===== src/hw/rtl/pd_pkg.sv =====
// Shared types, constants and the arctangent table for the polyline densifier.
package pd_pkg;

    localparam int DEF_MAX_STEPS = 63;
    localparam int DEF_FRAC_BITS = 16;
    localparam int COORD_W       = 32;
    localparam int DELTA_W       = COORD_W + 1;
    localparam int RES_W         = 22;
    localparam int HEAD_W        = 16;
    localparam int MUL_W         = 28;
    localparam int CORDIC_ITERS  = 31;
    localparam int ITER_W        = 5;
    localparam int ANGLE_W       = 30;
    localparam logic [RES_W-1:0] RES_RESET = 22'd13107;

    typedef enum logic [3:0] {
        ST_IDLE,
        ST_SQX,
        ST_SQY,
        ST_SQR,
        ST_SCAN_INIT,
        ST_SCAN,
        ST_DIVX,
        ST_DIVX_WAIT,
        ST_DIVY,
        ST_DIVY_WAIT,
        ST_COR,
        ST_COR_WAIT,
        ST_EMIT,
        ST_FINAL
    } pd_state_t;

    // atan(2^-i) in units of pi/2^31, rounded
    function automatic logic [ANGLE_W-1:0] atan_lut(input logic [ITER_W-1:0] idx);
        logic [ANGLE_W-1:0] v;
        case (idx)
            5'd0:  v = 30'd536870912;
            5'd1:  v = 30'd316933406;
            5'd2:  v = 30'd167458907;
            5'd3:  v = 30'd85004756;
            5'd4:  v = 30'd42667331;
            5'd5:  v = 30'd21354465;
            5'd6:  v = 30'd10679838;
            5'd7:  v = 30'd5340245;
            5'd8:  v = 30'd2670163;
            5'd9:  v = 30'd1335087;
            5'd10: v = 30'd667544;
            5'd11: v = 30'd333772;
            5'd12: v = 30'd166886;
            5'd13: v = 30'd83443;
            5'd14: v = 30'd41722;
            5'd15: v = 30'd20861;
            5'd16: v = 30'd10430;
            5'd17: v = 30'd5215;
            5'd18: v = 30'd2608;
            5'd19: v = 30'd1304;
            5'd20: v = 30'd652;
            5'd21: v = 30'd326;
            5'd22: v = 30'd163;
            5'd23: v = 30'd81;
            5'd24: v = 30'd41;
            5'd25: v = 30'd20;
            5'd26: v = 30'd10;
            5'd27: v = 30'd5;
            5'd28: v = 30'd3;
            5'd29: v = 30'd1;
            5'd30: v = 30'd1;
            default: v = '0;
        endcase
        return v;
    endfunction

endpackage


===== src/hw/rtl/pd_divider.sv =====
// Restoring serial divider, one quotient bit per cycle.
module pd_divider #(
    parameter int DW = 7
) (
    input  logic                        clk,
    input  logic                        rst_n,
    input  logic                        start,
    input  logic [pd_pkg::DELTA_W-1:0]  dividend,
    input  logic [DW-1:0]               divisor,
    output logic                        done,
    output logic [pd_pkg::DELTA_W-1:0]  quotient,
    output logic [DW-1:0]               remainder
);
    import pd_pkg::*;

    localparam int CNT_W = $clog2(DELTA_W);

    logic [DELTA_W-1:0] quo_reg, quo_next;
    logic [DW-1:0]      rem_reg, rem_next;
    logic [DW-1:0]      div_reg;
    logic [CNT_W-1:0]   cnt_reg;
    logic               busy_reg;
    logic               done_reg;
    logic [DW:0]        trial;

    always_comb
    begin
        trial = {rem_reg, quo_reg[DELTA_W-1]};
        if (trial >= {1'b0, div_reg})
        begin
            rem_next = DW'(trial - {1'b0, div_reg});
            quo_next = {quo_reg[DELTA_W-2:0], 1'b1};
        end
        else
        begin
            rem_next = trial[DW-1:0];
            quo_next = {quo_reg[DELTA_W-2:0], 1'b0};
        end
    end

    always_ff @(posedge clk or negedge rst_n)
    begin
        if (!rst_n)
        begin
            busy_reg <= 1'b0;
            done_reg <= 1'b0;
            cnt_reg  <= '0;
        end
        else
        begin
            done_reg <= 1'b0;
            if (start)
            begin
                busy_reg <= 1'b1;
                cnt_reg  <= '0;
            end
            else if (busy_reg)
            begin
                cnt_reg <= cnt_reg + 1'b1;
                if (cnt_reg == CNT_W'(DELTA_W - 1))
                begin
                    busy_reg <= 1'b0;
                    done_reg <= 1'b1;
                end
            end
        end
    end

    always_ff @(posedge clk)
    begin
        if (start)
        begin
            quo_reg <= dividend;
            rem_reg <= '0;
            div_reg <= divisor;
        end
        else if (busy_reg)
        begin
            quo_reg <= quo_next;
            rem_reg <= rem_next;
        end
    end

    assign done      = done_reg;
    assign quotient  = quo_reg;
    assign remainder = rem_reg;

endmodule


===== src/hw/rtl/pd_cordic.sv =====
// Iterative vectoring CORDIC giving the heading of a segment direction.
module pd_cordic (
    input  logic                               clk,
    input  logic                               rst_n,
    input  logic                               start,
    input  logic signed [pd_pkg::DELTA_W-1:0]  dx,
    input  logic signed [pd_pkg::DELTA_W-1:0]  dy,
    output logic                               done,
    output logic signed [pd_pkg::HEAD_W-1:0]   heading
);
    import pd_pkg::*;

    localparam int XW = DELTA_W + 3;
    localparam int ZW = 34;

    logic signed [XW-1:0] x_reg, y_reg, xs, ys;
    logic signed [ZW-1:0] z_reg, z_round;
    logic [ITER_W-1:0]    i_reg;
    logic                 busy_reg;
    logic                 done_reg;
    logic signed [ZW-1:0] ang;

    assign xs      = x_reg >>> i_reg;
    assign ys      = y_reg >>> i_reg;
    assign ang     = ZW'(signed'({1'b0, atan_lut(i_reg)}));
    assign z_round = z_reg + ZW'(32768);

    always_ff @(posedge clk or negedge rst_n)
    begin
        if (!rst_n)
        begin
            busy_reg <= 1'b0;
            done_reg <= 1'b0;
            i_reg    <= '0;
        end
        else
        begin
            done_reg <= 1'b0;
            if (start)
            begin
                busy_reg <= 1'b1;
                i_reg    <= '0;
            end
            else if (busy_reg)
            begin
                i_reg <= i_reg + 1'b1;
                if (i_reg == ITER_W'(CORDIC_ITERS - 1))
                begin
                    busy_reg <= 1'b0;
                    done_reg <= 1'b1;
                end
            end
        end
    end

    always_ff @(posedge clk)
    begin
        if (start)
        begin
            // fold the left half-plane by a quarter turn
            if (dx < 0)
            begin
                if (dy >= 0)
                begin
                    x_reg <= XW'(dy);
                    y_reg <= -XW'(dx);
                    z_reg <= ZW'(64'sd1 <<< 30);
                end
                else
                begin
                    x_reg <= -XW'(dy);
                    y_reg <= XW'(dx);
                    z_reg <= -ZW'(64'sd1 <<< 30);
                end
            end
            else
            begin
                x_reg <= XW'(dx);
                y_reg <= XW'(dy);
                z_reg <= '0;
            end
        end
        else if (busy_reg)
        begin
            if (y_reg >= 0)
            begin
                x_reg <= x_reg + ys;
                y_reg <= y_reg - xs;
                z_reg <= z_reg + ang;
            end
            else
            begin
                x_reg <= x_reg - ys;
                y_reg <= y_reg + xs;
                z_reg <= z_reg - ang;
            end
        end
    end

    assign done    = done_reg;
    assign heading = z_round[HEAD_W+15:16];

endmodule


===== src/hw/rtl/polyline_densifier.sv =====
// Polyline densifier top level: sequencer, step search and pose emission.
//
// Vertices enter on the s_ stream (tdata = point_x, point_y; tlast = path_last)
// and evenly spaced poses leave on the m_ stream. The spacing register is
// written through the cfg channel, which is always ready; write it only while
// the block is idle. s_tready is high only while the sequencer is idle.
// After the accepting cycle a segment passes through squaring on the shared
// multiplier and a step search (both skipped after the first square when either
// axis spans 2^28 or more), two divisions on the serial divider, the CORDIC and
// the emission of its poses.
// A vertex ending the polyline adds a final pose, unless it is also its first vertex.
// The first vertex of a polyline, or a repeated vertex, starts no segment.
// Results sit in an output register; while the receiver stalls the sequencer
// waits with the next pose and the input stays blocked.
// Reset clears the polyline state and returns the spacing to 0.2 m.
// m_tlast marks the last pose caused by one vertex.
module polyline_densifier #(
    parameter int MAX_STEPS = pd_pkg::DEF_MAX_STEPS,
    parameter int FRAC_BITS = pd_pkg::DEF_FRAC_BITS
) (
    input  logic                        clk,
    input  logic                        rst_n,
    input  logic                        s_tvalid,
    output logic                        s_tready,
    input  logic [63:0]                 s_tdata,   // point_x, point_y
    input  logic                        s_tlast,   // path_last
    output logic                        m_tvalid,
    input  logic                        m_tready,
    output logic [79:0]                 m_tdata,   // pose_x, pose_y, heading
    output logic                        m_tlast,   // run_last
    output logic [1:0]                  m_tuser,   // path_end, steps_capped
    input  logic                        cfg_valid,
    output logic                        cfg_ready,
    input  logic [pd_pkg::RES_W-1:0]    cfg_data   // step_resolution
);
    import pd_pkg::*;

    localparam int KW   = $clog2(MAX_STEPS + 2);
    localparam int LW0  = 2 * RES_W + 2 * KW + 2;
    localparam int LW   = (LW0 > 58) ? LW0 : 58;
    localparam int QW   = DELTA_W + 1;
    localparam logic [RES_W-1:0] RES_MIN = RES_W'((64'd1 << FRAC_BITS) / 1000);
    localparam logic [RES_W-1:0] RES_DEF = RES_W'((64'd2 << FRAC_BITS) / 10);

    pd_state_t state_reg, state_next;

    logic [RES_W-1:0]          res_reg;
    logic signed [COORD_W-1:0] prev_x_reg, prev_y_reg, bx_reg, by_reg;
    logic                      have_prev_reg, any_reg, last_reg, big_reg;
    logic [HEAD_W-1:0]         last_head_reg, head_reg;
    logic signed [DELTA_W-1:0] dx_reg, dy_reg, dxw, dyw;
    logic [DELTA_W-1:0]        adx, ady, adxw, adyw;
    logic [LW-1:0]             l2_reg, kk_reg, t_reg, r2_reg;
    logic [KW-1:0]             k_reg, steps_reg, s_reg;
    logic                      capped_reg;
    logic signed [QW-1:0]      qdx_reg, qdy_reg, qx_reg, qy_reg;
    logic [KW-1:0]             rdx_reg, rdy_reg, rx_reg, ry_reg;
    logic [RES_W-1:0]          res_eff;
    logic [MUL_W-1:0]          mul_a;
    logic [2*MUL_W-1:0]        prod;
    logic                      acc, out_free, load_pose, load_final;
    logic                      div_start, cor_start, div_done, cor_done;
    logic [DELTA_W-1:0]        div_in, div_q;
    logic [KW-1:0]             div_r;
    logic signed [HEAD_W-1:0]  cor_head;
    logic signed [QW-1:0]      fq;
    logic [KW-1:0]             fr;
    logic [KW:0]               rx_sum, ry_sum;
    logic                      pose_done;

    logic                      m_valid_reg, m_last_reg, m_end_reg, m_cap_reg;
    logic [COORD_W-1:0]        m_x_reg, m_y_reg;
    logic [HEAD_W-1:0]         m_h_reg;

    assign acc      = s_tvalid && s_tready;
    assign out_free = !m_valid_reg || m_tready;
    assign cfg_ready = 1'b1;

    assign dxw  = DELTA_W'(signed'(s_tdata[31:0])) - DELTA_W'(prev_x_reg);
    assign dyw  = DELTA_W'(signed'(s_tdata[63:32])) - DELTA_W'(prev_y_reg);
    assign adxw = dxw[DELTA_W-1] ? DELTA_W'(-dxw) : DELTA_W'(dxw);
    assign adyw = dyw[DELTA_W-1] ? DELTA_W'(-dyw) : DELTA_W'(dyw);
    assign adx  = dx_reg[DELTA_W-1] ? DELTA_W'(-dx_reg) : DELTA_W'(dx_reg);
    assign ady  = dy_reg[DELTA_W-1] ? DELTA_W'(-dy_reg) : DELTA_W'(dy_reg);

    assign res_eff   = (res_reg <= RES_MIN) ? RES_DEF : res_reg;
    assign pose_done = (s_reg == steps_reg - 1'b1);

    // shared squaring multiplier
    always_comb
    begin
        case (state_reg)
            ST_SQX:  mul_a = adx[MUL_W-1:0];
            ST_SQY:  mul_a = ady[MUL_W-1:0];
            default: mul_a = MUL_W'(res_eff);
        endcase
        prod = mul_a * mul_a;
    end

    assign div_in = (state_reg == ST_DIVY) ? ady : adx;

    pd_divider #(.DW(KW)) u_div (
        .clk       (clk),
        .rst_n     (rst_n),
        .start     (div_start),
        .dividend  (div_in),
        .divisor   (steps_reg),
        .done      (div_done),
        .quotient  (div_q),
        .remainder (div_r)
    );

    pd_cordic u_cordic (
        .clk     (clk),
        .rst_n   (rst_n),
        .start   (cor_start),
        .dx      (dx_reg),
        .dy      (dy_reg),
        .done    (cor_done),
        .heading (cor_head)
    );

    // floor correction of the unsigned quotient for the active axis
    always_comb
    begin
        logic neg;
        neg = (state_reg == ST_DIVY_WAIT) ? dy_reg[DELTA_W-1] : dx_reg[DELTA_W-1];
        if (!neg)
        begin
            fq = QW'(div_q);
            fr = div_r;
        end
        else if (div_r == '0)
        begin
            fq = -QW'(div_q);
            fr = '0;
        end
        else
        begin
            fq = -QW'(div_q) - QW'(1);
            fr = steps_reg - div_r;
        end
    end

    assign rx_sum = {1'b0, rx_reg} + {1'b0, rdx_reg};
    assign ry_sum = {1'b0, ry_reg} + {1'b0, rdy_reg};

    // next state
    always_comb
    begin
        state_next = state_reg;
        case (state_reg)
            ST_IDLE:
            begin
                if (acc && have_prev_reg)
                begin
                    if (dxw != '0 || dyw != '0)
                        state_next = ST_SQX;
                    else if (s_tlast)
                        state_next = ST_FINAL;
                end
            end
            ST_SQX:       state_next = big_reg ? ST_DIVX : ST_SQY;
            ST_SQY:       state_next = ST_SQR;
            ST_SQR:       state_next = ST_SCAN_INIT;
            ST_SCAN_INIT: state_next = ST_SCAN;
            ST_SCAN:
            begin
                if (kk_reg > l2_reg || k_reg == KW'(MAX_STEPS + 1))
                    state_next = ST_DIVX;
            end
            ST_DIVX:      state_next = ST_DIVX_WAIT;
            ST_DIVX_WAIT: if (div_done) state_next = ST_DIVY;
            ST_DIVY:      state_next = ST_DIVY_WAIT;
            ST_DIVY_WAIT: if (div_done) state_next = ST_COR;
            ST_COR:       state_next = ST_COR_WAIT;
            ST_COR_WAIT:  if (cor_done) state_next = ST_EMIT;
            ST_EMIT:
            begin
                if (out_free && pose_done)
                    state_next = last_reg ? ST_FINAL : ST_IDLE;
            end
            ST_FINAL:     if (out_free) state_next = ST_IDLE;
            default:      state_next = ST_IDLE;
        endcase
    end

    // control outputs
    always_comb
    begin
        s_tready   = 1'b0;
        div_start  = 1'b0;
        cor_start  = 1'b0;
        load_pose  = 1'b0;
        load_final = 1'b0;
        case (state_reg)
            ST_IDLE:  s_tready   = 1'b1;
            ST_DIVX:  div_start  = 1'b1;
            ST_DIVY:  div_start  = 1'b1;
            ST_COR:   cor_start  = 1'b1;
            ST_EMIT:  load_pose  = out_free;
            ST_FINAL: load_final = out_free;
            default:  ;
        endcase
    end

    always_ff @(posedge clk or negedge rst_n)
    begin
        if (!rst_n)
        begin
            state_reg     <= ST_IDLE;
            res_reg       <= RES_RESET;
            prev_x_reg    <= '0;
            prev_y_reg    <= '0;
            have_prev_reg <= 1'b0;
            last_head_reg <= '0;
            any_reg       <= 1'b0;
            m_valid_reg   <= 1'b0;
        end
        else
        begin
            state_reg <= state_next;
            if (cfg_valid && cfg_ready)
                res_reg <= cfg_data;

            if (acc)
            begin
                if (s_tlast && !(have_prev_reg && (dxw != '0 || dyw != '0)))
                begin
                    if (!have_prev_reg)
                    begin
                        prev_x_reg    <= '0;
                        prev_y_reg    <= '0;
                        have_prev_reg <= 1'b0;
                        last_head_reg <= '0;
                        any_reg       <= 1'b0;
                    end
                end
                else if (!s_tlast && !(have_prev_reg && (dxw != '0 || dyw != '0)))
                begin
                    prev_x_reg    <= signed'(s_tdata[31:0]);
                    prev_y_reg    <= signed'(s_tdata[63:32]);
                    have_prev_reg <= 1'b1;
                end
            end

            if (load_pose && pose_done)
            begin
                last_head_reg <= head_reg;
                any_reg       <= 1'b1;
                if (!last_reg)
                begin
                    prev_x_reg <= bx_reg;
                    prev_y_reg <= by_reg;
                end
            end

            if (load_final)
            begin
                prev_x_reg    <= '0;
                prev_y_reg    <= '0;
                have_prev_reg <= 1'b0;
                last_head_reg <= '0;
                any_reg       <= 1'b0;
            end

            if (load_pose || load_final)
                m_valid_reg <= 1'b1;
            else if (m_tready)
                m_valid_reg <= 1'b0;
        end
    end

    // segment datapath
    always_ff @(posedge clk)
    begin
        if (acc)
        begin
            bx_reg   <= signed'(s_tdata[31:0]);
            by_reg   <= signed'(s_tdata[63:32]);
            last_reg <= s_tlast;
            dx_reg   <= dxw;
            dy_reg   <= dyw;
            big_reg  <= (adxw >= (DELTA_W'(1) << 28)) || (adyw >= (DELTA_W'(1) << 28));
        end

        case (state_reg)
            ST_SQX:
            begin
                l2_reg     <= LW'(prod);
                steps_reg  <= KW'(MAX_STEPS);
                capped_reg <= big_reg;
            end
            ST_SQY: l2_reg <= l2_reg + LW'(prod);
            ST_SQR: r2_reg <= LW'(prod);
            ST_SCAN_INIT:
            begin
                kk_reg     <= r2_reg;
                t_reg      <= (r2_reg << 1) + r2_reg;
                k_reg      <= KW'(1);
                steps_reg  <= KW'(1);
                capped_reg <= 1'b0;
            end
            ST_SCAN:
            begin
                if (kk_reg <= l2_reg)
                begin
                    if (k_reg == KW'(MAX_STEPS + 1))
                        capped_reg <= 1'b1;
                    else
                    begin
                        steps_reg <= k_reg;
                        k_reg     <= k_reg + 1'b1;
                        kk_reg    <= kk_reg + t_reg;
                        t_reg     <= t_reg + (r2_reg << 1);
                    end
                end
            end
            ST_DIVX_WAIT:
            begin
                if (div_done)
                begin
                    qdx_reg <= fq;
                    rdx_reg <= fr;
                end
            end
            ST_DIVY_WAIT:
            begin
                if (div_done)
                begin
                    qdy_reg <= fq;
                    rdy_reg <= fr;
                end
            end
            ST_COR_WAIT:
            begin
                if (cor_done)
                begin
                    head_reg <= cor_head;
                    qx_reg   <= '0;
                    qy_reg   <= '0;
                    rx_reg   <= '0;
                    ry_reg   <= '0;
                    s_reg    <= '0;
                end
            end
            ST_EMIT:
            begin
                if (load_pose)
                begin
                    s_reg <= s_reg + 1'b1;
                    if (rx_sum >= {1'b0, steps_reg})
                    begin
                        rx_reg <= KW'(rx_sum - {1'b0, steps_reg});
                        qx_reg <= qx_reg + qdx_reg + QW'(1);
                    end
                    else
                    begin
                        rx_reg <= rx_sum[KW-1:0];
                        qx_reg <= qx_reg + qdx_reg;
                    end
                    if (ry_sum >= {1'b0, steps_reg})
                    begin
                        ry_reg <= KW'(ry_sum - {1'b0, steps_reg});
                        qy_reg <= qy_reg + qdy_reg + QW'(1);
                    end
                    else
                    begin
                        ry_reg <= ry_sum[KW-1:0];
                        qy_reg <= qy_reg + qdy_reg;
                    end
                end
            end
            default: ;
        endcase

        if (load_pose)
        begin
            m_x_reg    <= prev_x_reg + qx_reg[COORD_W-1:0];
            m_y_reg    <= prev_y_reg + qy_reg[COORD_W-1:0];
            m_h_reg    <= head_reg;
            m_last_reg <= pose_done && !last_reg;
            m_end_reg  <= 1'b0;
            m_cap_reg  <= capped_reg;
        end
        else if (load_final)
        begin
            m_x_reg    <= bx_reg;
            m_y_reg    <= by_reg;
            m_h_reg    <= any_reg ? last_head_reg : '0;
            m_last_reg <= 1'b1;
            m_end_reg  <= 1'b1;
            m_cap_reg  <= 1'b0;
        end
    end

    assign m_tvalid = m_valid_reg;
    assign m_tdata  = {m_h_reg, m_y_reg, m_x_reg};
    assign m_tlast  = m_last_reg;
    assign m_tuser  = {m_cap_reg, m_end_reg};

    a_end_is_last: assert property (@(posedge clk) disable iff (!rst_n)
        m_tvalid && m_tuser[0] |-> m_tlast && !m_tuser[1])
        else $error("final pose without run end or with capped flag");

    a_steps_nonzero: assert property (@(posedge clk) disable iff (!rst_n)
        state_reg == ST_EMIT |-> steps_reg != '0 && s_reg < steps_reg)
        else $error("pose index outside step count");

    a_rem_range: assert property (@(posedge clk) disable iff (!rst_n)
        state_reg == ST_EMIT |-> rx_reg < steps_reg && ry_reg < steps_reg)
        else $error("interpolation remainder out of range");

    a_load_free: assert property (@(posedge clk) disable iff (!rst_n)
        m_tvalid && !m_tready |=> !$past(load_pose || load_final))
        else $error("output register overwritten while stalled");

endmodule


===== config.mk =====
export PLATFORM = sky130hd
export DESIGN_NAME = polyline_densifier
export DESIGN_NICKNAME = d
export VERILOG_FILES = /design/src/hw/rtl/pd_pkg.sv /design/src/hw/rtl/pd_divider.sv /design/src/hw/rtl/pd_cordic.sv /design/src/hw/rtl/polyline_densifier.sv
export SDC_FILE = /design/constraint.sdc
export NUM_CORES = 2
export LEC_CHECK = 0
export BUFFER_PORTS_ARGS = -buffer_cell sky130_fd_sc_hd__buf_2
export CAP_MARGIN = 20
export CORE_AREA = 5 5 523 525
export DETAILED_ROUTE_END_ITERATION = 8
export DIE_AREA = 0 0 528 530
export GPL_ROUTABILITY_DRIVEN = 0
export MAX_ROUTING_LAYER = met4
export PLACE_DENSITY_LB_ADDON = 0.12
export SYNTH_ARGS = -nofsm -noshare
export SYNTH_HDL_FRONTEND = slang
export SYNTH_SLANG_ARGS = --single-unit

===== constraint.sdc =====
create_clock -name clk -period 36.6 [get_ports clk]
set_input_delay 3.66 -clock clk [delete_from_list [all_inputs] [get_ports clk]]
set_output_delay 3.66 -clock clk [all_outputs]
set_load 0.02 [all_outputs]

==> results.txt <==
Worst Max-Slew Pin Slew -> 1149 ps
M1 WL -> 164600 um
Worst path max stage delay -> 740 ps
initial DRC count -> 7899
cts hold-fix bufs -> 0
number of global-route vias before repair -> 79860
Fmax achieved -> 68.34 MHz
Filler cells -> 26940
Ports -> 178
CTS tree -> done
Synth area leaders -> edfxtp_1 (24%), fa_1 (13%), ha_1 (11%)
Yosys reg bits -> 919
post-route non-filler standard cell count -> 14690
first-pass GRT wire length -> 508200 um
TNS Setup -> 0 ps
clock buffer depth -> 3
Setup CP Type -> flop to flop
Worst-path clk slew -> 60 ps
final hold violation count -> 0
largest net degree at the start of global routing -> 122
most frequent cell after synthesis -> inv_1
Netlist Area Pre-Place -> 0.09875 mm2
core box area -> 0.2689 mm2
FF-to-FF path depth -> 47
Top FF cell, synth -> edfxtp_1
final setup fails -> 0
register area share after synthesis -> 27.25%
ys async rst share -> 13.49%
Syn Nets -> 12600
status -> complete, no violations
WL met2 -> 142200 um
Hold WS -> 448.3 ps
CP Capture Type -> flop
Post-synth EDFFs -> 787
max layer used -> met4
Vias/cell -> 5.629
Pins Over Slew Limit -> 0
Critical Path RT -> 37080 ps
Crit path arrival time -> 15110 ps
H-Tree Depth -> 3
metal3 WL -> 25240 um
Vias -> 82720
Post-synth top cells -> inv_1 (1221), nand2_1 (1208), nor2_1 (874)
Synth area leader -> edfxtp_1
Post-CTS Setup Bufs -> 0
Setup Skew -> 111.5 ps
hold crit path type -> flop to flop
syn avg cell area -> 8.948 um2
Yosys warnings -> 0
design area -> 0.1078 mm2
Antenna Nets Post-Route -> 0
GRT Overall Usage -> 24.27%
average wire per standard cell -> 23.16 um
Synth Instances -> 11040
gr ovfl total -> 0
fin crit period -> 14630 ps
initial antenna violation count -> 12
Max-cap violations -> 0
CP Launch Type -> flop
fin crit share -> 39.98%
Layout Nets -> 12580
post-synthesis cell type count -> 109
iteration count of the initial detailed-routing pass -> 6
RSZ-0062 raised after global routing -> false
area share of the largest cell type after synthesis -> 23.93%
drt drc -> 0
Initial Util -> 36.73%
row cnt -> 191
PortBufs -> 176
fraction of layout cells with a size suffix above 1 -> 6.927%
crit path max fanout -> 66
TritonCTS Sinks -> 919
post-DP HPWL -> 267200 um
slew margin rel. -> 22.88%
clock latency on the worst-skew pair -> 810 ps
Root Driver -> clkbuf_16
Placed Area -> 0.1035 mm2
Die X -> 528 um
post_cts resized -> 0
Hold Path Depth -> 2
Area growth, synth to finish -> 9.164%
slowest CP cell -> a311oi_1
die area -> 0.2798 mm2
final WL -> 340300 um
most used cell along the critical path -> fa_1
Inst Count DP -> 14460
Die Y -> 530 um
number of CTS-inserted buffers -> 119
-- final timing paths --
check                                         start  slack (ps)                            end
max                        state_reg[0]$_DFFE_PN0P_       21970       l2_reg[58]$_SDFFCE_PN0N_
min                          m_end_reg$_SDFFE_PP0P_         450         m_end_reg$_SDFFE_PP0P_
max in group asynchronous                     rst_n       32170  u_cordic.i_reg[1]$_DFFE_PN0P_
min in group asynchronous                     rst_n        2980       prev_y_reg[25]$_DFF_PN0_
min reg2reg                  m_end_reg$_SDFFE_PP0P_         450         m_end_reg$_SDFFE_PP0P_
max reg2reg                state_reg[0]$_DFFE_PN0P_       21970       l2_reg[58]$_SDFFCE_PN0N_
-- layout by cell type, fill, tap and decap left out, types with 317 or more instances in the layout --
| cell | netlist | routed |
|---|---|---|
| a21o_1 | 317 | 317 |
| nor2_1 | 874 | 867 |
| a21oi_1 | 673 | 671 |
| nand2_1 | 1208 | 1203 |
| edfxtp_1 | 787 | 787 |
| o21ai_0 | 773 | 771 |
| xor2_1 | 345 | 345 |
| inv_1 | 1221 | 1218 |
| ha_1 | 853 | 853 |
| xnor2_1 | 452 | 452 |
| fa_1 | 620 | 620 |
-- worst max-delay path: cells and delay by family (launching register included) --
kind                       cells  cell delay [ps]
and+or+nand+nor                8             1610
adders and majority gates      9             4170
buffers and inverters         11             2600
DFF                            1              630
xor gates and xnor gates       2              390
AOI/OAI and AO/OA             17             4890
-- metal layers --
metal	global-route usage [%]	vias to the layer above
met3	3.669	436
met4	5.158	0
met2	35.09	2878
met1	35.86	40730
met5	-	-
li1	-	38680
-- cell type report --
| cell class | instances | area, um2 | area share [%] |
|---|---|---|---|
| Multi-Input combinational cell | 8447 | 65670 | 60.92 |
| Sequential cell | 919 | 26920 | 24.97 |
| Clock inverter | 83 | 1161 | 1.077 |
| Antenna cell | 8 | 20.02 | 0.01857 |
| Tap cell | 3570 | 4467 | 4.144 |
| Clock buffer | 144 | 3163 | 2.934 |
| Inverter | 1235 | 4641 | 4.305 |
| Timing Repair Buffer | 288 | 1760 | 1.633 |
-- cell families after synthesis --
logic type               after synthesis  synth area share [%]
AO/OA/AOI/OAI                       2719                 17.37
XOR/XNOR                             797                 7.069
adder cells (fa/ha/maj)             1473                 23.38
buffers and inverters               1669                 6.489
flip-flops                           919                 27.25
multiplexers                         217                 3.412
other                                  2              0.007605
AND/OR/NAND/NOR                     3239                 15.02
-- per-stage QoR --
step | utilization, % | setup WS (ps)
floorplan | - | 24200
global placement | 38.47 | 22230
detailed placement | 38.48 | 22110
CTS | 40.09 | 22040
global route | 40.09 | 20890
finish | 40.09 | 21970
Power is not shown: default switching activity piles up to over one toggle a cycle in this logic, so the estimate is an artifact.
